$ cat config.mk
export PLATFORM = sky130hd
export DESIGN_NAME = ggsc_front
export DESIGN_NICKNAME = d
export VERILOG_FILES = /design/src/rtl/ggsc_pkg.sv /design/src/rtl/ggsc_front.sv
export SDC_FILE = /design/constraint.sdc
export NUM_CORES = 1
export LEC_CHECK = 0
export BUFFER_PORTS_ARGS = -buffer_cell sky130_fd_sc_hd__buf_4
export CAP_MARGIN = 20
export CORE_AREA = 4 4 134 136
export DETAILED_ROUTE_END_ITERATION = 7
export DIE_AREA = 0 0 138 140
export HOLD_SLACK_MARGIN = 0.02
export PLACE_DENSITY = 0.56
export SETUP_SLACK_MARGIN = 0.1
export SKIP_CTS_REPAIR_TIMING = 1
export SLEW_MARGIN = 0
export SYNTH_ARGS = -nofsm -noshare
export SYNTH_HDL_FRONTEND = slang
export SYNTH_SLANG_ARGS = --single-unit
$ cat constraint.sdc
create_clock -name clk -period 7.8 [get_ports clk]
set_input_delay 1.56 -clock clk [delete_from_list [all_inputs] [get_ports clk]]
set_output_delay 1.56 -clock clk [all_outputs]
set_load 0.01 [all_outputs]
$ cat src/rtl/ggsc_pkg.sv
package ggsc_pkg;

	localparam int COORD_WIDTH_DEF = 16;
	localparam int CORDIC_STEPS = 13;
	localparam int ANGLE_WIDTH = 16;
	localparam int HEADING_WIDTH = 15;
	localparam int GAIN_WIDTH = 16;
	localparam int REACH_WIDTH = 15;
	localparam int OUT_WIDTH = 24;
	localparam int ID_WIDTH = 8;
	localparam int CFG_INDEX_WIDTH = 2;
	localparam int CFG_DATA_WIDTH = 16;

	localparam logic signed [ANGLE_WIDTH-1:0] PI_Q12 = 16'sd12868;
	localparam logic signed [ANGLE_WIDTH:0] TWO_PI_Q12 = 17'sd25736;
	localparam int SAT_MAX = 8388607;
	localparam int SAT_MIN = -8388608;

	localparam logic [1:0] CMD_POSE = 2'd0;
	localparam logic [1:0] CMD_TARGET = 2'd1;
	localparam logic [1:0] CMD_TICK = 2'd2;
	localparam logic [1:0] CMD_CATCH = 2'd3;

	localparam logic [CFG_INDEX_WIDTH-1:0] REG_LINEAR_GAIN = 2'd0;
	localparam logic [CFG_INDEX_WIDTH-1:0] REG_ANGULAR_GAIN = 2'd1;
	localparam logic [CFG_INDEX_WIDTH-1:0] REG_REACH_DISTANCE = 2'd2;

	localparam logic [GAIN_WIDTH-1:0] LINEAR_GAIN_RST = 16'd512;
	localparam logic [GAIN_WIDTH-1:0] ANGULAR_GAIN_RST = 16'd1536;
	localparam logic [REACH_WIDTH-1:0] REACH_DISTANCE_RST = 15'd128;

	typedef struct packed {
		logic done;
		logic reached;
	} fb_t;

	function automatic logic signed [ANGLE_WIDTH-1:0] atan_q12(input logic [3:0] idx);
		logic signed [ANGLE_WIDTH-1:0] a;
		case (idx)
			4'd0: a = 16'sd3217;
			4'd1: a = 16'sd1899;
			4'd2: a = 16'sd1003;
			4'd3: a = 16'sd509;
			4'd4: a = 16'sd256;
			4'd5: a = 16'sd128;
			4'd6: a = 16'sd64;
			4'd7: a = 16'sd32;
			4'd8: a = 16'sd16;
			4'd9: a = 16'sd8;
			4'd10: a = 16'sd4;
			4'd11: a = 16'sd2;
			4'd12: a = 16'sd1;
			default: a = 16'sd0;
		endcase
		return a;
	endfunction

endpackage

$ cat src/rtl/ggsc_front.sv
module ggsc_front #(
	parameter int CW = ggsc_pkg::COORD_WIDTH_DEF,
	parameter int JW = 2 * (CW + 1) + ggsc_pkg::HEADING_WIDTH + ggsc_pkg::ID_WIDTH
) (
	input  logic                                 clk,
	input  logic                                 arst_n,
	input  logic                                 in_valid,
	output logic                                 in_ready,
	input  logic [1:0]                           command,
	input  logic [CW-1:0]                        pose_x,
	input  logic [CW-1:0]                        pose_y,
	input  logic [ggsc_pkg::HEADING_WIDTH-1:0]   pose_heading,
	input  logic [CW-1:0]                        target_x,
	input  logic [CW-1:0]                        target_y,
	input  logic [ggsc_pkg::ID_WIDTH-1:0]        target_id,
	input  logic                                 target_present,
	output logic                                 q_valid,
	input  logic                                 q_ready,
	output logic [JW-1:0]                        q_data,
	input  ggsc_pkg::fb_t                        fb
);

	logic [CW-1:0]                      px_q;
	logic [CW-1:0]                      py_q;
	logic [ggsc_pkg::HEADING_WIDTH-1:0] hd_q;
	logic [CW-1:0]                      tx_q;
	logic [CW-1:0]                      ty_q;
	logic [ggsc_pkg::ID_WIDTH-1:0]      id_q;
	logic                               have_pose_q;
	logic                               have_target_q;
	logic                               seeking_q;
	logic                               busy_q;
	logic                               acc;
	logic signed [CW:0]                 dx;
	logic signed [CW:0]                 dy;

	assign in_ready = !busy_q && q_ready;
	assign acc = in_valid && in_ready;
	assign dx = $signed({tx_q[CW-1], tx_q}) - $signed({px_q[CW-1], px_q});
	assign dy = $signed({ty_q[CW-1], ty_q}) - $signed({py_q[CW-1], py_q});
	assign q_data = {dx, dy, hd_q, id_q};
	assign q_valid = acc && (command == ggsc_pkg::CMD_TICK) && have_pose_q && have_target_q;

	always_ff @(posedge clk or negedge arst_n) begin
		if (!arst_n) begin
			have_pose_q <= 1'b0;
			have_target_q <= 1'b0;
			seeking_q <= 1'b1;
			busy_q <= 1'b0;
			px_q <= '0;
			py_q <= '0;
			hd_q <= '0;
			tx_q <= '0;
			ty_q <= '0;
			id_q <= '0;
		end else begin
			if (fb.done) begin
				busy_q <= 1'b0;
				if (fb.reached) begin
					have_pose_q <= 1'b0;
					have_target_q <= 1'b0;
					seeking_q <= 1'b0;
				end
			end
			if (acc) begin
				case (command)
					ggsc_pkg::CMD_POSE: begin
						px_q <= pose_x;
						py_q <= pose_y;
						hd_q <= pose_heading;
						have_pose_q <= 1'b1;
					end
					ggsc_pkg::CMD_TARGET: begin
						if (seeking_q && target_present) begin
							tx_q <= target_x;
							ty_q <= target_y;
							id_q <= target_id;
							have_target_q <= 1'b1;
						end
					end
					ggsc_pkg::CMD_CATCH: begin
						seeking_q <= 1'b1;
					end
					default: begin
						if (have_pose_q && have_target_q) begin
							busy_q <= 1'b1;
						end
					end
				endcase
			end
		end
	end

	a_no_accept_busy: assert property (@(posedge clk) disable iff (!arst_n)
		busy_q |-> !acc)
		else $error("word accepted while a tick is in flight");

	a_done_when_busy: assert property (@(posedge clk) disable iff (!arst_n)
		fb.done |-> busy_q)
		else $error("tick completion without a pending tick");

endmodule

==> summary.md <==
| Metric | Value |
|---|---|
| CTS Sinks | `91` |
| Syn nets | `approximately 600` |
| DR WL/cell | `about 15 um` |
| RSZ-0062 raised after global routing | `false` |
| Final min period | `4.38 ns` |
| Status | `complete, no violations` |
| Count leader, synth | `dfrtp_1` |
| Initial DRC count | `approximately 120` |
| DRT Pass-1 Iters | `4` |
| Synth area leader | `dfrtp_1` |
| Die area | `0.0193 mm2` |
| Max-slew violation count | `0` |
| Post-synth top area share | `between 40% and 50%` |
| Gr ovfl total | `0` |
| Fin nets | `approximately 760` |
| Leak | `3.33 nW` |
| Max Fclk | `between 200 and 250 MHz` |
| Die height | `between 100 and 150 um` |
| Clock Latency Late Sink | `around 0.35 ns` |
| Initial Utilization | `approximately 29%` |
| Number of vias per cell | `4.67` |
| Setup crit end kind | `primary output` |
| Sum Neg Setup Slack | `0 ns` |
| Rows | `48` |
| CTS tree | `done` |
| Post-synthesis sequential area ratio | `a little under half` |
| Tcrit/Tclk final | `between 50% and 60%` |
| CTS H-Tree Depth | `3` |
| Post-synth EDFFs | `0` |
| #FFs+latches synth | `91` |
| Final Hold Vio Count | `0` |
| Fin cells | `about 860` |
| Setup violations, final | `0` |
| Yosys warns | `0` |
| Post-route DRC | `0` |
| Max cap viols | `0` |
| Dpl hpwl | `about 9500 um` |
| Diodes inserted | `0` |
| R2R depth | `5` |
| Crit path capture | `q_data[54]` |
| Layout area overhead | `35.2%` |
| Slew HR | `approximately 54%` |
| Slew @ Worst Pin | `0.697 ns` |
| Io pins | `155` |
| CTS max path bufs | `2` |
| Power Density | `282 mW/mm2` |
| Async S/R FF share, synth | `100%` |
| Leading cell types by count after synthesis | `dfrtp_1 (90), mux2_2 (53), inv_1 (48), nand2_1 (43), o21ai_0 (43)` |
| Fin util | `between 30% and 40%` |
| RR Startpoint | `busy_q` |
| Setup crit start | `px_q[0]` |
| Gpl congestion | `0.831` |
| Post-DRT Antenna Nets | `0` |
| Vias in the first global route | `4272` |
| Worst Path Required | `~6.2 ns` |
| Metal-1 WL | `roughly 5500 um` |
| Reg2reg setup slack | `between 5 and 6 ns` |
| Largest net degree at the start of global routing | `56` |
| Placed Cells | `about 840` |
| Crit path arrival time | `between 2 and 3 ns` |
| Mean Syn Cell Area | `10.5 um2` |
| Skew final | `0.00728 ns` |
| IO Port Bufs | `between 150 and 200` |
| Top routing layer in use | `met4` |
| Synth area leaders | `dfrtp_1 (46%), mux2_2 (12%), ha_1 (8.1%)` |
| Syn Inst Count | `~470` |
| CTS buffer count | `9` |
| Worst R2R End | `ty_q[10]` |
| Root buffer cell | `clkbuf_16` |
| Vias post-DR | `around 4000` |
| Metal2 WL | `roughly 5900 um` |
| Kind of critical path | `reg2out` |
| Type of origin of the critical path | `register` |
| Hold Path Class | `reg2reg` |
| Worst-path clk slew | `approximately 0.070 ns` |
| Peak supply drop | `~0.00011 V` |
| Worst-path fanout max | `3` |
| Post-Syn Area | `just under 0.005 mm2` |
| Share of post-route cells with drive strength above 1 | `37.8%` |
| Top_reg_cell synth | `dfrtp_1` |
| Initial antenna violation count | `0` |
| Global-route wire length before repair | `20900 um` |
| DIE WIDTH | `around 140 um` |
| Wire length on met3 | `just over 800 um` |
| Cell variety after synth | `53` |
| Tot GR Track Use | `13.1%` |
| Core area | `around 0.017 mm2` |
| WL final | `12600 um` |
## final cells by class
type / instances / area, um2
clock buffer: 12 / 256
timing repair buffer: 158 / 1190
fill: 1711 / 10300
inverter: 48 / 180
clock inverter: 4 / 72.6
sequential: 91 / 2280
tap: 225 / 282
multi-input combinational: 319 / 2420
## where the power goes
| part | switching [mW] | internal, mW | leakage, nW | total [mW] |
|---|---|---|---|---|
| clock network | 0.184 | 0.298 | 0.159 | 0.482 |
| registers | 0.0382 | 0.557 | 1.15 | 0.595 |
| logic | 0.402 | 0.402 | 2.02 | 0.804 |
| total | 0.624 | 1.26 | 3.33 | 1.88 |
## critical path, stage by stage, from the launching register on
cell,delay [ns]
dfrtp_1,0.38
ha_1,0.22
fa_1,0.40
or2b_1,0.27
a211o_1,0.28
a31oi_1,0.21
o21a_1,0.15
nor2_1,0.07
a21oi_1,0.17
xor2_1,0.17
buf_4,0.15
## stage by stage
step	area, um2	hold slack, ns	setup WS, ns	power, mW
2_1_floorplan	4940	0.442	3.96	1.08
6_report	6670	0.488	3.42	1.88
5_1_grt	6670	0.515	3.22	2.01
4_1_cts	6670	0.492	3.39	1.91
3_3_place_gp	6340	0.464	3.81	1.40
3_5_place_dp	6340	0.477	3.80	1.41
## cell families (layout without fill, tap and decap cells)
| family | after synthesis | in the layout | synth area share (%) |
|---|---|---|---|
| adders and majority gates | 34 | 34 | 8.92 |
| muxes | 53 | 53 | 12.1 |
| xor gates and xnor gates | 23 | 23 | 4.08 |
| AOI/OAI and AO/OA | 110 | 110 | 14.1 |
| DFF | 91 | 91 | 46.2 |
| buffers and inverters | 62 | 222 | 5.12 |
| and+or+nand+nor | 99 | 99 | 9.48 |
## placed cells by master, fill, tap and decap left out, types with 2 or more instances in the layout
master     netlist  final
buf_4            1    158
dfrtp_1         90     90
mux2_2          53     53
inv_1           48     48
o21ai_0         43     43
nand2_1         43     43
ha_1            32     32
a21oi_1         22     22
nor2_1          21     21
xnor2_1         20     20
clkbuf_16        0      9
a21o_1           8      8
o21a_1           6      6
nand3_1          6      6
nor2b_1          5      5
nand2b_1         5      5
a211oi_1         4      4
o21bai_1         4      4
a31oi_1          3      3
xor2_1           3      3
nor3_1           4      3
nand4_1          3      3
o22ai_1          2      2
o2111ai_1        2      2
and3_1           2      2
a211o_1          2      2
or2b_2           2      2
fa_1             2      2
bufinv_16        0      2
clkbuf_8         0      2
## worst min path at each step
stage	startpoint	endpoint	slack, ns	cells past startpoint
2_1_floorplan	have_target_q	have_target_q	0.44	1
3_5_place_dp	busy_q	busy_q	0.48	1
5_1_grt	busy_q	busy_q	0.51	1
4_1_cts	busy_q	busy_q	0.49	1
6_report	busy_q	busy_q	0.49	1
3_3_place_gp	busy_q	busy_q	0.46	1
## per-layer routing
layer	up-vias	global-route usage, %
li1	1941	-
met1	1915	16.7
met2	127	21.4
met3	21	3.45
met4	0	5.20
met5	-	0
## sequential cells by signal (all words and copies together), names as in the netlist
name	flops
id_q	8
py_q	16
have_target_q	1
ty_q	16
have_pose_q	1
tx_q	16
busy_q	1
seeking_q	1
px_q	16
hd_q	15
No activity file was read; power rests on OpenSTA's default activity.
