$ cat config.mk
export PLATFORM = sky130hd
export DESIGN_NAME = ggsc_queue
export DESIGN_NICKNAME = d
export VERILOG_FILES = /design/src/rtl/ggsc_queue.sv
export SDC_FILE = /design/constraint.sdc
export NUM_CORES = 1
export LEC_CHECK = 0
export BUFFER_PORTS_ARGS = -buffer_cell sky130_fd_sc_hd__buf_2
export CAP_MARGIN = 20
export CORE_UTILIZATION = 52
export CTS_CLUSTER_DIAMETER = 30
export DETAILED_ROUTE_END_ITERATION = 7
export PLACE_DENSITY_LB_ADDON = 0.05
export SETUP_SLACK_MARGIN = 0.3
export SLEW_MARGIN = 20
export SYNTH_ARGS = -nofsm -noshare
export SYNTH_HDL_FRONTEND = slang
export SYNTH_SLANG_ARGS = --single-unit
export TNS_END_PERCENT = 10
$ cat constraint.sdc
create_clock -name clk -period 2.3 [get_ports clk]
set_input_delay 0.115 -clock clk [delete_from_list [all_inputs] [get_ports clk]]
set_output_delay 0.115 -clock clk [all_outputs]
set_load 0.03 [all_outputs]
$ cat src/rtl/ggsc_queue.sv
module ggsc_queue #(
	parameter int W = 8
) (
	input  logic         clk,
	input  logic         arst_n,
	input  logic         wr_valid,
	output logic         wr_ready,
	input  logic [W-1:0] wr_data,
	output logic         rd_valid,
	input  logic         rd_ready,
	output logic [W-1:0] rd_data
);

	logic [W-1:0] mem_q [2];
	logic [1:0]   vld_q;
	logic         wp_q;
	logic         rp_q;
	logic         push;
	logic         pop;

	assign wr_ready = !vld_q[wp_q];
	assign rd_valid = vld_q[rp_q];
	assign rd_data = mem_q[rp_q];
	assign push = wr_valid && wr_ready;
	assign pop = rd_valid && rd_ready;

	always_ff @(posedge clk or negedge arst_n) begin
		if (!arst_n) begin
			vld_q <= '0;
			wp_q <= 1'b0;
			rp_q <= 1'b0;
		end else begin
			if (push) begin
				vld_q[wp_q] <= 1'b1;
				wp_q <= !wp_q;
			end
			if (pop) begin
				vld_q[rp_q] <= 1'b0;
				rp_q <= !rp_q;
			end
		end
	end

	always_ff @(posedge clk) begin
		if (push) begin
			mem_q[wp_q] <= wr_data;
		end
	end

endmodule

==> impl_table.tex, run 1 <==
\begin{tabular}{lr}
\hline
Metric & Value \\
\hline
\multicolumn{2}{l}{\textbf{Synth}} \\
Net count after synthesis & 54 \\
Register bit count reported by yosys & 20 \\
Synth Area in Compound Gates & 4.69\% \\
Yosys synthesis warning count & 0 \\
Multiplexer share of the synthesized area & 17.2\% \\
Main combinational cell family by area after synthesis & multiplexers \\
Post-synthesis simple-gate area fraction & 4.07\% \\
Yosys cell types & 13 \\
Synth Area in XOR/XNOR & 0\% \\
Synth Cell Area & 800 um\^{}2 \\
Synthesized area per cell & 19.0 um\^{}2 \\
Seq/Total Area, Yosys & 72.6\% \\
Adder-cell share of the synthesized area & 0\% \\
Cell count after synthesis & 42 \\
\multicolumn{2}{l}{\textbf{Setup path}} \\
Crit path depth & 2 \\
Maximum cell stage delay along the critical path & 740 ps \\
Maximum fanout along the worst path & 13 \\
Family of cells with the greatest summed delay on the critical path & flip-flops \\
Kind of end point of the critical path & output port \\
Type of the worst setup path & register to output port \\
Critical Path AT & 1600 ps \\
Cells along the critical path & mux2\_2 -> buf\_2 \\
CP Buf/Inv Count & 1 \\
Endpoint required time on the critical path & 2180 ps \\
Standard cell with the maximum stage delay on the critical path & dfrtp\_1 \\
Startpoint kind of the worst setup timing path & register \\
Depth of the most critical reg-to-reg path & 1 \\
\multicolumn{2}{l}{\textbf{Die}} \\
Initial core utilization & approximately 59\% \\
Boundary Pins & 22 \\
Die Ht & 41.2 um \\
Width of the die & just over 40 um \\
Std-Cell Rows & 13 \\
Total core area & 0.00137 mm\^{}2 \\
DIE AREA & approximately 0.0017 mm\^{}2 \\
\multicolumn{2}{l}{\textbf{STA}} \\
Relative slew slack & 51.8\% \\
Unrepaired setup endpoints after global routing & false \\
Worst Setup Slack, final & 581 ps \\
Min Clock Period, post-route & roughly 1700 ps \\
Final sum of negative setup slack & 0 ps \\
Final setup viols & 0 \\
Transition time of the tightest slew-check pin & 721 ps \\
Number of hold-slack violations in the final timing report & 0 \\
Worst Clk Skew & 2.39 ps \\
Max-slew violations & 0 \\
Max Freq & 582 MHz \\
Share of the clock period used by the worst path & between 70\% and 80\% \\
\multicolumn{2}{l}{\textbf{Power and ir drop}} \\
Worst IR Drop VDD & 0.812 mV \\
Leakage power of the design & 0.425 nW \\
Power per standard cell area & roughly 1200 mW/mm\^{}2 \\
\multicolumn{2}{l}{\textbf{Finish}} \\
Leading cell types in the layout, fill and taps excluded & buf\_2 (21), edfxtp\_1 (16), mux2\_4 (7), dlygate4sd3\_1 (7), dfrtp\_1 (4) \\
Most frequent standard cell in the layout excluding fill and tap cells & buf\_2 \\
Synth-to-Final Area Change & 26.1\% \\
Final layout net count & 86 \\
Number of inserted diodes & 0 \\
Share of layout cells above drive strength 1 & between 40\% and 50\% \\
\multicolumn{2}{l}{\textbf{Flow run}} \\
Maxcap violations & 0 \\
\multicolumn{2}{l}{\textbf{Global route}} \\
Vias in the first global route & 388 \\
Overflow left after global routing & 0 \\
Largest net degree at the start of global routing & 14 \\
GRT Total Usage & 15.7\% \\
Wire length of the first global-routing pass & 1590 um \\
Initial antenna violation count & 0 \\
\multicolumn{2}{l}{\textbf{Routing}} \\
Routed WL per cell & 14.0 um \\
Routed vias/inst & around 5.0 \\
Post-detailed-route DRC marker count & 0 \\
Number of DRC markers in iteration 0 & 3 \\
Count of nets left with antenna violations after detail routing & 0 \\
Vias & roughly 440 \\
First-pass iteration count of the detailed router & 2 \\
Total Routed Length & 1230 um \\
\multicolumn{2}{l}{\textbf{Clock tree}} \\
Number of buffers on the longest clock path & 2 \\
CTS tree & yes \\
Sink count of the clock tree & 20 \\
Clock root cell & clkbuf\_4 \\
Clk slew on worst S/H paths & about 100 ps \\
H-tree depth & 1 \\
Total CTS buffers & 3 \\
Insertion delay of the later-clocked pin in the worst-skew pair & 280 ps \\
\multicolumn{2}{l}{\textbf{Placement}} \\
Port Buffers & 21 \\
Global placement routability congestion & 0.580 \\
Post-placement setup slack & 848 ps \\
\multicolumn{2}{l}{\textbf{Status}} \\
Run status & finished clean \\
\multicolumn{2}{l}{\textbf{Min path}} \\
Hold Path Depth & 1 \\
Type of the worst min-delay path & input port to register \\
\hline
\end{tabular}
synthesized netlist by cell type:
library cell | n | area [um^2]
mux2i_1 | 1 | 10.0
nor3b_2 | 1 | 12.5
a31oi_1 | 2 | 12.5
a21oi_1 | 2 | 10.0
mux2_4 | 7 | 105
edfxtp_1 | 16 | 480
dfrtp_1 | 4 | 100
buf_6 | 1 | 11.3
nor2_1 | 1 | 3.75
nand2b_1 | 2 | 12.5
mux2_2 | 2 | 22.5
nand2_1 | 1 | 3.75
a21o_1 | 2 | 15.0
per-layer routing:
metal  up-vias  GRT usage [%]  routed length [um]
met5         -              0                   0
met4         0           4.84                   0
met3         0           4.89                  55
met2        16           27.3                 626
met1       203           18.2                 546
li1        223              -                   -
area by class of cell:
type | count | area [um^2]
clock buffer | 3 | 22.5
clock inverter | 1 | 3.75
fill | 94 | 358
multi-input combinational | 21 | 208
sequential | 20 | 581
tap | 15 | 18.8
timing repair buffer | 28 | 175
what timing repair did:
action                                 in CTS  in global routing
hold buffers                                1                  6
setup buffers                               0                  0
endpoints found under the hold margin       4                 11
gates resized for setup                     0                  0
sequential cells by signal, summed over array words and instances (netlist names):
signal	count
mem_q	16
rp_q	1
vld_q	2
wp_q	1
where the power goes:
group	switching, mW	internal [mW]
Sequential	0.103	0.486
Clock	0.0977	0.0629
Combinational	0.274	0.224
Total	0.475	0.773
final timing paths:
kind	start	to	slack (ps)
max reg2reg	wp_q$_DFFE_PN0N_	mem_q[0][5]$_DFFE_PP_	860
min reg2reg	vld_q[0]$_DFF_PN0_	vld_q[0]$_DFF_PN0_	600
max	rp_q$_DFFE_PN0P_	rd_data[5]	580
min in group asynchronous	arst_n	vld_q[1]$_DFF_PN0_	150
max in group asynchronous	arst_n	wp_q$_DFFE_PN0N_	2030
min	wr_data[6]	mem_q[0][6]$_DFFE_PP_	20
metrics by stage:
| stage | power (mW) | hold WS, ps | utilization, % | cell area, um^2 | cells |
|---|---|---|---|---|---|
| after floorplan | 0.979 | -181 | - | 800 | 42 |
| after global placement | 1.08 | -77.3 | 66.8 | 912 | 77 |
| after detailed placement | 1.09 | -74.8 | 66.8 | 912 | 77 |
| after CTS | 1.24 | 4.28 | 69.4 | 948 | 82 |
| after global routing | 1.31 | 0.214 | 73.8 | 1010 | 88 |
| final | 1.25 | 15.4 | 73.8 | 1010 | 88 |
logic make-up after synthesis:
kind of cell,count (synthesis)
flip-flops,20
buffers and inverters,1
AND/OR/NAND/NOR,5
AO/OA/AOI/OAI,6
multiplexers,10
No activity file was read; power rests on OpenSTA's default activity.
==> inputs of run 2 (changes only) <==
ABC_AREA = 1   (was default)
CORE_ASPECT_RATIO = 0.8   (was default)
CORE_UTILIZATION = 44   (was 52)
clock period = 1.5 ns   (was 2.3 ns; I/O delays follow)
==> run 2 against run 1 <==
  * Die area grew 16%
  * Sequential power grew 41%
  * Count of clock-buffer cells in the layout is the same
==> impl_table.tex, run 2 <==
\begin{tabular}{lr}
\hline
Metric & Value \\
\hline
\multicolumn{2}{l}{\textbf{Status}} \\
Run status & finished clean \\
\multicolumn{2}{l}{\textbf{Min path}} \\
Type of the worst min-delay path & input port to register \\
\multicolumn{2}{l}{\textbf{Clock tree}} \\
H-tree depth & 1 (unchanged) \\
Number of buffers on the longest clock path & 2 (unchanged) \\
Insertion delay of the later-clocked pin in the worst-skew pair & 290 ps (about the same) \\
CTS tree & yes \\
Clock root cell & clkbuf\_4 \\
Total CTS buffers & 3 (unchanged) \\
Sink count of the clock tree & 20 (unchanged) \\
Clk slew on worst S/H paths & 100 ps (about the same) \\
\multicolumn{2}{l}{\textbf{Synth}} \\
Top cells by area, synth & edfxtp\_1 (61\%), nand2\_1 (14\%), dfrtp\_1 (13\%) \\
Cell accounting for the most synthesized area & edfxtp\_1 \\
Multiplexer share of the synthesized area & 0\% (-17 points) \\
Cell count after synthesis & 70 (+67\%) \\
Top cells by instance count after synthesis & nand2\_1 (30), edfxtp\_1 (16), inv\_1 (5), nor2\_1 (5), dfrtp\_1 (4) \\
Yosys synthesis warning count & 0 (unchanged) \\
Seq/Total Area, Yosys & 73.7\% (+1.0 points) \\
Number of flops mapped to enable cells by yosys & 16 (unchanged) \\
Yosys cell types & 13 (unchanged) \\
Cell with the most instances after synthesis & nand2\_1 \\
Register bit count reported by yosys & 20 (unchanged) \\
Synth Area in Compound Gates & 3.17\% (-1.5 points) \\
Synth Area in XOR/XNOR & 0\% (unchanged) \\
Adder-cell share of the synthesized area & 0\% (unchanged) \\
Net count after synthesis & 82 (+52\%) \\
Leading register cell type out of synthesis & edfxtp\_1 \\
Synthesized area per cell & 11.3 um\^{}2 (-41\%) \\
Synth top area share & 61.0\% (+0.86 points) \\
Post-synthesis simple-gate area fraction & 18.9\% (+15 points) \\
Proportion of synthesized flip-flops having asynchronous set or reset & 20.0\% (unchanged) \\
Synth Cell Area & 788 um\^{}2 (-1.4\%) \\
Main combinational cell family by area after synthesis & simple AND/OR/NAND/NOR gates \\
\multicolumn{2}{l}{\textbf{Global route}} \\
Overflow left after global routing & 0 (unchanged) \\
Vias in the first global route & 458 (+18\%) \\
GRT Total Usage & 14.8\% (-0.89 points) \\
Largest net degree at the start of global routing & 13 (-1) \\
Initial antenna violation count & 0 (unchanged) \\
Wire length of the first global-routing pass & 1900 um (+20\%) \\
\multicolumn{2}{l}{\textbf{Finish}} \\
Number of inserted diodes & 0 (unchanged) \\
Synth-to-Final Area Change & 45.2\% \\
Largest registers in the final layout & mem\_q (16), vld\_q (2) \\
Leading cell types in the layout, fill and taps excluded & nand2\_1 (29), edfxtp\_1 (16), buf\_2 (11), dlygate4sd3\_1 (9), buf\_4 (9) \\
Filler Cells Inserted & 126 (+34\%) \\
Final layout net count & 119 (+38\%) \\
Most frequent standard cell in the layout excluding fill and tap cells & nand2\_1 \\
Share of layout cells above drive strength 1 & 32.1\% (-14 points) \\
Max FFs per register & 16 (unchanged) \\
Biggest register & mem\_q \\
\multicolumn{2}{l}{\textbf{STA}} \\
Min Clock Period, post-route & 1280 ps \\
Final setup viols & 0 (unchanged) \\
Worst Clk Skew & 2.89 ps (+0.499 ps) \\
Number of hold-slack violations in the final timing report & 0 (unchanged) \\
Transition time of the tightest slew-check pin & 311 ps (-409 ps) \\
Relative slew slack & 79.2\% (+27 points) \\
Max Freq & a little under 800 MHz \\
Worst Setup Slack, final & 221 ps (-361 ps) \\
Unrepaired setup endpoints after global routing & true \\
Max-slew violations & 0 (unchanged) \\
Final sum of negative setup slack & 0 ps (unchanged) \\
Share of the clock period used by the worst path & 85.3\% \\
\multicolumn{2}{l}{\textbf{Setup path}} \\
CP Buf/Inv Count & 2 (+1) \\
Type of the worst setup path & register to output port \\
Family of cells with the greatest summed delay on the critical path & flip-flops \\
Standard cell with the maximum stage delay on the critical path & dfrtp\_2 \\
Endpoint required time on the critical path & 1420 ps (-760 ps) \\
Maximum fanout along the worst path & 6 (-7) \\
Maximum cell stage delay along the critical path & 490 ps (-250 ps) \\
Cells along the critical path & buf\_4 -> nand2\_1 -> nand2\_1 -> buf\_4 \\
Kind of end point of the critical path & output port \\
Critical Path AT & 1200 ps (-400 ps) \\
Startpoint kind of the worst setup timing path & register \\
\multicolumn{2}{l}{\textbf{Power and ir drop}} \\
Leakage power of the design & 0.523 nW (+23\%) \\
Power per standard cell area & 2030 mW/mm\^{}2 (+64\%) \\
Worst IR Drop VDD & 1.40 mV (+72\%) \\
Overall power of the completed layout & 2.32 mW (+86\%) \\
\multicolumn{2}{l}{\textbf{Placement}} \\
Detailed placer's ending HPWL & 807 um \\
Post-placement setup slack & 260 ps (-588 ps) \\
Global placement routability congestion & 0.882 (+52\%) \\
Port Buffers & 21 (unchanged) \\
\multicolumn{2}{l}{\textbf{Die}} \\
Width of the die & 49.3 um (+20\%) \\
Boundary Pins & 22 (unchanged) \\
Total core area & 0.00166 mm\^{}2 (+21\%) \\
Die Ht & 39.9 um (-3.3\%) \\
Std-Cell Rows & 13 (unchanged) \\
Initial core utilization & 47.5\% (-11 points) \\
DIE AREA & 0.00197 mm\^{}2 (+16\%) \\
\multicolumn{2}{l}{\textbf{Routing}} \\
Total Routed Length & 1320 um (+7.2\%) \\
Count of nets left with antenna violations after detail routing & 0 (unchanged) \\
Routed vias/inst & 4.35 (-13\%) \\
Number of DRC markers in iteration 0 & 9 (+6) \\
Routed WL per cell & 10.3 um (-26\%) \\
First-pass iteration count of the detailed router & 2 (unchanged) \\
Post-detailed-route DRC marker count & 0 (unchanged) \\
Vias & 557 (+26\%) \\
\multicolumn{2}{l}{\textbf{Flow run}} \\
Maxcap violations & 0 (unchanged) \\
\hline
\end{tabular}
-- run 2: cell types whose count changed after synthesis, sizes merged --
cell    delta
inv        +6
nand2b     -2
mux2       -9
a21o       -2
nor3b      -1
nor2       +5
nand2     +30
o21ai      +3
a31oi      -2
nand3      +1
mux2i      -1
-- run 2: logic make-up after synthesis --
group | count (synthesis)
flops | 20
buf+inv | 7
simple gates | 38
compound gates | 5
-- run 2: timing repair --
item	in CTS	in global routing
setup buffers	2	1
resized for setup	12	7
hold buffers	9	0
endpoints found under the setup margin	26	26
hold endpoints to repair	20	0
-- run 2: path summary, 6_finish.rpt --
check                              startpoint               endpoint  slack (ps)  cells after the start
min in group asynchronous              arst_n     vld_q[0]$_DFF_PN0_         130                      2
max reg2reg                  wp_q$_DFFE_PN0N_  mem_q[0][6]$_DFFE_PP_         330                      3
max                          rp_q$_DFFE_PN0P_             rd_data[0]         220                      4
max in group asynchronous              arst_n       rp_q$_DFFE_PN0P_        1240                      2
min                                  rd_ready       rp_q$_DFFE_PN0P_          40                      3
min reg2reg                vld_q[0]$_DFF_PN0_     vld_q[0]$_DFF_PN0_         580                      2
-- run 2: area by class of cell --
| class | count | area (um^2) | share of cell area, % |
|---|---|---|---|
| tap | 22 | 27.5 | 2.40 |
| multi-input combinational | 43 | 189 | 16.5 |
| timing repair buffer | 33 | 267 | 23.3 |
| sequential | 20 | 582 | 50.8 |
| clock buffer | 3 | 22.5 | 1.97 |
| clock inverter | 1 | 30.0 | 2.62 |
| inverter | 6 | 27.5 | 2.40 |
-- run 2: routing by layer --
layer	track usage, %	vias up	wire, um
li1	-	297	-
met1	16.7	244	570
met2	27.4	14	677
met3	2.33	2	51
met4	8.82	0	17
met5	0	-	0
-- run 2: report_power, final --
| part | internal, mW | leakage [nW] | total (mW) | switching (mW) |
|---|---|---|---|---|
| registers | 0.736 | 0.192 | 0.833 | 0.0972 |
| clock network | 0.270 | 0.0279 | 0.423 | 0.153 |
| logic | 0.432 | 0.303 | 1.07 | 0.634 |
-- run 2: worst min-delay path, delay by kind of cell --
kind,cells,cell delay (ps)
and+or+nand+nor,2,140
buffers and inverters,1,80
-- run 2: per-stage QoR --
step | cell area [um^2] | hold slack, ps | instances | util (%)
after floorplan | 791 | -221 | 70 | -
after global placement | 912 | -112 | 112 | 55.0
after detailed placement | 912 | -112 | 112 | 55.0
after CTS | 1110 | 33.3 | 127 | 67.0
after global routing | 1140 | 57.6 | 128 | 69.0
final | 1140 | 35.7 | 128 | 69.0
