--- src/rtl/ggsc_pkg.sv ---
package ggsc_pkg;

	localparam int COORD_WIDTH_DEF = 16;
	localparam int CORDIC_STEPS = 13;
	localparam int ANGLE_WIDTH = 16;
	localparam int HEADING_WIDTH = 15;
	localparam int GAIN_WIDTH = 16;
	localparam int REACH_WIDTH = 15;
	localparam int OUT_WIDTH = 24;
	localparam int ID_WIDTH = 8;
	localparam int CFG_INDEX_WIDTH = 2;
	localparam int CFG_DATA_WIDTH = 16;

	localparam logic signed [ANGLE_WIDTH-1:0] PI_Q12 = 16'sd12868;
	localparam logic signed [ANGLE_WIDTH:0] TWO_PI_Q12 = 17'sd25736;
	localparam int SAT_MAX = 8388607;
	localparam int SAT_MIN = -8388608;

	localparam logic [1:0] CMD_POSE = 2'd0;
	localparam logic [1:0] CMD_TARGET = 2'd1;
	localparam logic [1:0] CMD_TICK = 2'd2;
	localparam logic [1:0] CMD_CATCH = 2'd3;

	localparam logic [CFG_INDEX_WIDTH-1:0] REG_LINEAR_GAIN = 2'd0;
	localparam logic [CFG_INDEX_WIDTH-1:0] REG_ANGULAR_GAIN = 2'd1;
	localparam logic [CFG_INDEX_WIDTH-1:0] REG_REACH_DISTANCE = 2'd2;

	localparam logic [GAIN_WIDTH-1:0] LINEAR_GAIN_RST = 16'd512;
	localparam logic [GAIN_WIDTH-1:0] ANGULAR_GAIN_RST = 16'd1536;
	localparam logic [REACH_WIDTH-1:0] REACH_DISTANCE_RST = 15'd128;

	typedef struct packed {
		logic done;
		logic reached;
	} fb_t;

	function automatic logic signed [ANGLE_WIDTH-1:0] atan_q12(input logic [3:0] idx);
		logic signed [ANGLE_WIDTH-1:0] a;
		case (idx)
			4'd0: a = 16'sd3217;
			4'd1: a = 16'sd1899;
			4'd2: a = 16'sd1003;
			4'd3: a = 16'sd509;
			4'd4: a = 16'sd256;
			4'd5: a = 16'sd128;
			4'd6: a = 16'sd64;
			4'd7: a = 16'sd32;
			4'd8: a = 16'sd16;
			4'd9: a = 16'sd8;
			4'd10: a = 16'sd4;
			4'd11: a = 16'sd2;
			4'd12: a = 16'sd1;
			default: a = 16'sd0;
		endcase
		return a;
	endfunction

endpackage

--- src/rtl/ggsc_back.sv ---
module ggsc_back #(
	parameter int CW = ggsc_pkg::COORD_WIDTH_DEF,
	parameter int JW = 2 * (CW + 1) + ggsc_pkg::HEADING_WIDTH + ggsc_pkg::ID_WIDTH
) (
	input  logic                                clk,
	input  logic                                arst_n,
	input  logic                                q_valid,
	output logic                                q_ready,
	input  logic [JW-1:0]                       q_data,
	output ggsc_pkg::fb_t                       fb,
	input  logic [ggsc_pkg::GAIN_WIDTH-1:0]     lin_gain,
	input  logic [ggsc_pkg::GAIN_WIDTH-1:0]     ang_gain,
	input  logic [ggsc_pkg::REACH_WIDTH-1:0]    reach,
	output logic                                out_valid,
	input  logic                                out_ready,
	output logic [ggsc_pkg::OUT_WIDTH-1:0]      linear_speed,
	output logic [ggsc_pkg::OUT_WIDTH-1:0]      angular_rate,
	output logic                                catch_request,
	output logic [ggsc_pkg::ID_WIDTH-1:0]       catch_id,
	output logic                                last
);

	localparam int RW = CW + 1;
	localparam int SW = 2 * RW;
	localparam int XW = CW + 12;
	localparam int CNTW = $clog2(RW);
	localparam int AW = ggsc_pkg::ANGLE_WIDTH;
	localparam int EW = AW + 1;
	localparam int HW = ggsc_pkg::HEADING_WIDTH;
	localparam int IW = ggsc_pkg::ID_WIDTH;
	localparam int GW = ggsc_pkg::GAIN_WIDTH;
	localparam int OW = ggsc_pkg::OUT_WIDTH;
	localparam int LPW = GW + RW;
	localparam int LW = LPW - 8;
	localparam int APW = GW + 1 + EW;
	localparam int ASW = APW - 8;
	localparam int CMPW = RW + ggsc_pkg::REACH_WIDTH;

	localparam logic [3:0] ST_IDLE = 4'd0;
	localparam logic [3:0] ST_SQA = 4'd1;
	localparam logic [3:0] ST_SQB = 4'd2;
	localparam logic [3:0] ST_RUN = 4'd3;
	localparam logic [3:0] ST_ERR = 4'd4;
	localparam logic [3:0] ST_MUL = 4'd5;
	localparam logic [3:0] ST_FIN = 4'd6;
	localparam logic [3:0] ST_EMIT1 = 4'd7;
	localparam logic [3:0] ST_EMIT2 = 4'd8;

	logic [3:0]              state_q;
	logic [CNTW-1:0]         cnt_q;
	logic [RW-1:0]           ax_q;
	logic [RW-1:0]           ay_q;
	logic [SW-1:0]           s_q;
	logic [RW+1:0]           rem_q;
	logic [RW-1:0]           root_q;
	logic signed [XW-1:0]    x_q;
	logic signed [XW-1:0]    y_q;
	logic signed [AW-1:0]    z_q;
	logic                    zero_q;
	logic [HW-1:0]           hd_q;
	logic [IW-1:0]           id_q;
	logic signed [EW-1:0]    err_q;
	logic [RW-1:0]           dist_q;
	logic [LPW-1:0]          lin_p_q;
	logic signed [APW-1:0]   ang_p_q;
	logic                    reached_q;
	logic [OW-1:0]           lin_q;
	logic [OW-1:0]           ang_q;
	logic                    req_q;
	logic [IW-1:0]           cid_q;
	logic                    last_q;

	logic signed [CW:0]      j_dx;
	logic signed [CW:0]      j_dy;
	logic [HW-1:0]           j_hd;
	logic [IW-1:0]           j_id;
	logic signed [XW-1:0]    ext_dx;
	logic signed [XW-1:0]    ext_dy;
	logic [RW-1:0]           mop;
	logic [SW-1:0]           sq;
	logic [RW+1:0]           rem_sh;
	logic [RW+1:0]           trial;
	logic signed [XW-1:0]    xs;
	logic signed [XW-1:0]    ys;
	logic signed [AW-1:0]    bearing;
	logic signed [EW-1:0]    e0;
	logic signed [EW-1:0]    e1;
	logic signed [EW-1:0]    e2;
	logic [LW-1:0]           lin_sh;
	logic [LW+OW-1:0]        lin_x;
	logic signed [ASW-1:0]   ang_sh;
	logic                    reached;
	logic                    out_acc;

	assign {j_dx, j_dy, j_hd, j_id} = q_data;
	assign q_ready = (state_q == ST_IDLE);
	assign ext_dx = XW'(j_dx) <<< 8;
	assign ext_dy = XW'(j_dy) <<< 8;

	assign mop = (state_q == ST_SQA) ? ax_q : ay_q;
	assign sq = SW'(mop) * SW'(mop);

	assign rem_sh = {rem_q[RW-1:0], s_q[SW-1:SW-2]};
	assign trial = {root_q, 2'b01};
	assign xs = x_q >>> cnt_q;
	assign ys = y_q >>> cnt_q;

	assign bearing = zero_q ? '0 : z_q;
	assign e0 = EW'(bearing) - EW'($signed(hd_q));
	assign e1 = (e0 > EW'(ggsc_pkg::PI_Q12)) ? e0 - ggsc_pkg::TWO_PI_Q12 : e0;
	assign e2 = (e1 < -EW'(ggsc_pkg::PI_Q12)) ? e1 + ggsc_pkg::TWO_PI_Q12 : e1;

	assign lin_sh = lin_p_q[LPW-1:8];
	assign lin_x = (LW+OW)'(lin_sh);
	assign ang_sh = ang_p_q[APW-1:8];
	assign reached = CMPW'(dist_q) < CMPW'(reach);

	assign out_valid = (state_q == ST_EMIT1) || (state_q == ST_EMIT2);
	assign out_acc = out_valid && out_ready;
	assign fb.done = (state_q == ST_FIN);
	assign fb.reached = reached;

	assign linear_speed = lin_q;
	assign angular_rate = ang_q;
	assign catch_request = req_q;
	assign catch_id = cid_q;
	assign last = last_q;

	always_ff @(posedge clk or negedge arst_n) begin
		if (!arst_n) begin
			state_q <= ST_IDLE;
			cnt_q <= '0;
		end else begin
			case (state_q)
				ST_IDLE: begin
					if (q_valid) begin
						state_q <= ST_SQA;
					end
				end
				ST_SQA: state_q <= ST_SQB;
				ST_SQB: begin
					cnt_q <= '0;
					state_q <= ST_RUN;
				end
				ST_RUN: begin
					cnt_q <= cnt_q + 1'b1;
					if (cnt_q == CNTW'(RW - 1)) begin
						state_q <= ST_ERR;
					end
				end
				ST_ERR: state_q <= ST_MUL;
				ST_MUL: state_q <= ST_FIN;
				ST_FIN: state_q <= ST_EMIT1;
				ST_EMIT1: begin
					if (out_acc) begin
						state_q <= reached_q ? ST_EMIT2 : ST_IDLE;
					end
				end
				ST_EMIT2: begin
					if (out_acc) begin
						state_q <= ST_IDLE;
					end
				end
				default: state_q <= ST_IDLE;
			endcase
		end
	end

	always_ff @(posedge clk) begin
		case (state_q)
			ST_IDLE: begin
				ax_q <= j_dx[CW] ? RW'(-j_dx) : RW'(j_dx);
				ay_q <= j_dy[CW] ? RW'(-j_dy) : RW'(j_dy);
				hd_q <= j_hd;
				id_q <= j_id;
				zero_q <= (j_dx == '0) && (j_dy == '0);
				if (j_dx[CW]) begin
					x_q <= -ext_dx;
					y_q <= -ext_dy;
					z_q <= j_dy[CW] ? -ggsc_pkg::PI_Q12 : ggsc_pkg::PI_Q12;
				end else begin
					x_q <= ext_dx;
					y_q <= ext_dy;
					z_q <= '0;
				end
			end
			ST_SQA: s_q <= sq;
			ST_SQB: begin
				s_q <= s_q + sq;
				rem_q <= '0;
				root_q <= '0;
			end
			ST_RUN: begin
				s_q <= s_q << 2;
				if (rem_sh >= trial) begin
					rem_q <= rem_sh - trial;
					root_q <= {root_q[RW-2:0], 1'b1};
				end else begin
					rem_q <= rem_sh;
					root_q <= {root_q[RW-2:0], 1'b0};
				end
				if (32'(cnt_q) < ggsc_pkg::CORDIC_STEPS) begin
					if (!y_q[XW-1]) begin
						x_q <= x_q + ys;
						y_q <= y_q - xs;
						z_q <= z_q + ggsc_pkg::atan_q12(4'(cnt_q));
					end else begin
						x_q <= x_q - ys;
						y_q <= y_q + xs;
						z_q <= z_q - ggsc_pkg::atan_q12(4'(cnt_q));
					end
				end
			end
			ST_ERR: begin
				err_q <= e2;
				dist_q <= root_q;
			end
			ST_MUL: begin
				lin_p_q <= LPW'(lin_gain) * LPW'(dist_q);
				ang_p_q <= $signed({1'b0, ang_gain}) * err_q;
			end
			ST_FIN: begin
				reached_q <= reached;
				lin_q <= (lin_x > (LW+OW)'(ggsc_pkg::SAT_MAX)) ? OW'(ggsc_pkg::SAT_MAX)
					: OW'(lin_sh);
				if (ang_sh > ASW'(ggsc_pkg::SAT_MAX)) begin
					ang_q <= OW'(ggsc_pkg::SAT_MAX);
				end else if (ang_sh < ASW'(ggsc_pkg::SAT_MIN)) begin
					ang_q <= OW'(ggsc_pkg::SAT_MIN);
				end else begin
					ang_q <= OW'(ang_sh);
				end
				req_q <= 1'b0;
				cid_q <= '0;
				last_q <= !reached;
			end
			ST_EMIT1: begin
				if (out_acc) begin
					lin_q <= '0;
					ang_q <= '0;
					req_q <= 1'b1;
					cid_q <= id_q;
					last_q <= 1'b1;
				end
			end
			default: begin
			end
		endcase
	end

	a_catch_is_last: assert property (@(posedge clk) disable iff (!arst_n)
		(state_q == ST_EMIT2) |-> (req_q && last_q && lin_q == '0 && ang_q == '0))
		else $error("catch word malformed");

	a_first_last: assert property (@(posedge clk) disable iff (!arst_n)
		(state_q == ST_EMIT1) |-> (!req_q && (last_q == !reached_q)))
		else $error("command word flags disagree with reach result");

	a_reach_pulse: assert property (@(posedge clk) disable iff (!arst_n)
		fb.done |=> (state_q == ST_EMIT1 && reached_q == $past(reached)))
		else $error("reach result not carried to output stage");

endmodule

--- config.mk ---
export PLATFORM = sky130hd
export DESIGN_NAME = ggsc_back
export DESIGN_NICKNAME = d
export VERILOG_FILES = /design/src/rtl/ggsc_pkg.sv /design/src/rtl/ggsc_back.sv
export SDC_FILE = /design/constraint.sdc
export NUM_CORES = 2
export LEC_CHECK = 0
export ABC_AREA = 0
export BUFFER_PORTS_ARGS = -buffer_cell sky130_fd_sc_hd__buf_2
export CORE_ASPECT_RATIO = 1.4
export CORE_UTILIZATION = 45
export CTS_BUF_LIST = sky130_fd_sc_hd__clkbuf_2 sky130_fd_sc_hd__clkbuf_4 sky130_fd_sc_hd__clkbuf_8
export DETAILED_ROUTE_END_ITERATION = 7
export GPL_TIMING_DRIVEN = 0
export PLACE_DENSITY_LB_ADDON = 0.15
export SYNTH_ARGS = -nofsm -noshare
export SYNTH_HDL_FRONTEND = slang
export SYNTH_SLANG_ARGS = --single-unit
--- constraint.sdc ---
create_clock -name clk -period 10.35 [get_ports clk]
set_input_delay 0.5175 -clock clk [delete_from_list [all_inputs] [get_ports clk]]
set_output_delay 0.5175 -clock clk [all_outputs]
set_load 0.01 [all_outputs]
==> impl_metrics.csv <==
group,metric,value,unit
die,die_area,115000,um2
timing,min_period,10.02,ns
clock_network,clock-sinks,351,
logic_synthesis,syn-num-nets,6792,
place,dpl.hpwl,127000,um
die,num_rows,146,
critical_path,start_kind,"flip-flop",
cells_and_area,layout.cells.most_common,"inv_1",
timing,finClkSkew,0.0424,ns
die,num_io_pins,170,
outcome,outcome,"complete, no violations",
timing,fin_tns_setup,0,ns
drt,finalWirelength,155000,um
clock_network,clk_latency,0.75,ns
die,coreArea,113000,um2
cells_and_area,final_nets,7078,
drt,drt_iter0_drc,2016,
die,initial_core_util,0.453,
place,gp_congestion,0.964,
grt,grt_pass1_vias,42500,
die,die_w,287,um
timing,whs,0.0890,ns
critical_path,timing_worst_setup_path_type,"flip-flop to flip-flop",
cells_and_area,multi_input_area,36900,um2
logic_synthesis,synth_flop_cell,"edfxtp_1",
timing,timing.final.crit_share,0.969,
place,portBuffers,165,
clock_network,clockBufferDepth,3,
die,die_h,401,um
critical_path,critPathSlowestCell,"mux2i_1",
timing,worstMarginPinSlew,1.13,ns
cells_and_area,layout-drive-gt1-share,0.0813,
run,drv_cap,0,
cells_and_area,syn_to_final_growth,9.64,%
logic_synthesis,synthArstFlopShare,0.0256,
grt,grt_max_degree,59,
timing,fmax,0.0998,GHz
critical_path,cpMostUsedCell,"fa_1",
cells_and_area,fillers,10800,
drt,vias,40400,
logic_synthesis,synth_warnings,0,
clock_network,clk_pin_slew_worst_paths,0.07,ns
logic_synthesis,netlist_instances,5574,
logic_synthesis,synth_area,51200,um2
critical_path,cpPeakStageDelay,0.63,ns
critical_path,cp_data_required_time,10.79,ns
grt,grt_util_all_layers,0.274,
critical_path,endpoint_kind,"flip-flop",
grt,grt_pass1_wl,241000,um
place,place_ws,-1.70,ns
cells_and_area,most-common-layout-cells,"inv_1, nand2_1, fa_1",
drt,vias_per_cell,5.46,
clock_network,cts_max_level,3,
drt,first_pass_iters,5,
logic_synthesis,ys_types,108,
timing,fin_ws,0.325,ns
timing,timing_hold_violations_final,0,
clock_network,cts_tree,"built",
cells_and_area,seq_area,10500,um2
drt,drcViolationCount,0,
drt,drtAntennaViolNets,0,
critical_path,cp.arrival,10.47,ns
logic_synthesis,synth_edf_count,342,
clock_network,cts-root-buf,"clkbuf_8",
timing,setup-violations-final,0,
logic_synthesis,ys_seq_area_frac,0.205,
timing,slew_headroom,0.248,
drt,wl_per_cell,20.9,um
logic_synthesis,ys_ff_latch,351,
clock_network,numCtsBuffers,68,
grt,antenna_found_initial,6,
timing,final_max_slew_viol_count,0,
min_path,worst_hold_path_type,"input pin to flip-flop",
critical_path,critical_path_peak_fanout,10,
grt,gr-total-overflow,0,
logic_synthesis,avgSynthCellArea,9.19,um2
## routing by layer
metal  share of wire  up-vias  GRT usage
li1                -    18900          -
met1            0.38    20000      0.312
met2            0.51     1132      0.495
met3           0.046      357     0.0301
met4           0.061        2      0.150
met5        0.000084        -          0
## metrics by stage
step | utilization | cells | area [um2]
after floorplan | - | 5574 | 51200
after global placement | 0.477 | 7219 | 53900
after detailed placement | 0.479 | 7234 | 54200
after CTS | 0.495 | 7384 | 56000
after global routing | 0.497 | 7396 | 56200
final | 0.497 | 7399 | 56200
## final cells by class
type,count,share of cell area
repair buffers,216,0.0251
inverters,875,0.0587
clock inverters,48,0.00717
multi-input cells,4146,0.656
clock buffers,76,0.0179
well taps,1480,0.0330
flip-flops and latches,351,0.187
plain buffers,202,0.0151
diodes,5,0.000223
## worst max-delay path, delay by kind of cell (launching register included)
kind / cells / cell delay, ns
adder cells (fa/ha/maj): 8 / 3.77
XOR/XNOR: 2 / 0.31
AO/OA/AOI/OAI: 9 / 2.14
AND/OR/NAND/NOR: 6 / 1.36
buffers and inverters: 6 / 0.90
flip-flops: 1 / 0.45
multiplexers: 2 / 0.80
## Yosys cell counts (all sizes together) (25+ instances only)
library cell  count  area (um2)
a21o             67         503
a21oi           245        1230
a31oi            32         200
and2            252        1580
and3             34         215
buf              42         204
clkbuf          160         601
edfxtp          342       10300
fa              611       12200
ha              499        6240
inv             864        3240
mux2i            85         851
mux4             42         946
nand2           685        2570
nand2b           54         340
nand3            63         325
nor2            426        1600
nor2b            49         309
nor3             75         375
o21a             78         586
o21ai           206        1030
o31ai            25         206
or3              31         194
xnor2           204        1790
xor2             96         848
## worst paths after layout
path / from / to / slack [ns] / cells past startpoint
hold reg to reg: root_q[8] / dist_q[8] / 0.45 / 0
min in group asynchronous: arst_n / cnt_q[3] / 0.27 / 2
max in group asynchronous: arst_n / state_q[1] / 9.86 / 2
setup / recovery: state_q[1] / s_q[33] / 0.33 / 33
setup reg to reg: state_q[1] / s_q[33] / 0.33 / 33
hold / removal: q_data[23] / ay_q[0] / 0.09 / 1
## cells by family after synthesis
kind of cell,after synthesis,synth area share
buf+inv,1077,0.0798
compound gates,845,0.106
simple gates,1740,0.157
mux,150,0.0401
xor+xnor,300,0.0516
flops,351,0.205
fa+ha+maj,1110,0.360
other cells,1,0.0000732
## flip-flops by register name, summed over array words and instances, names as in the netlist, 24 cells and up
register,count
ang_p_q,26
s_q,34
angular_rate,24
linear_speed,24
y_q,28
x_q,28
lin_p_q,25
## repair_timing
| item | 4_1_cts | 5_1_grt |
|---|---|---|
| resized for setup | 33 | 35 |
| setup buffers | 0 | 10 |
| endpoints found under the hold margin | 34 | 0 |
| setup endpoints to repair | 18 | 6 |
| pin swaps | 0 | 7 |
| hold buffers | 26 | 0 |
Power is left out: the tool's default activity adds up to more than one toggle a clock period on the data nets, which glitch-free logic cannot reach.
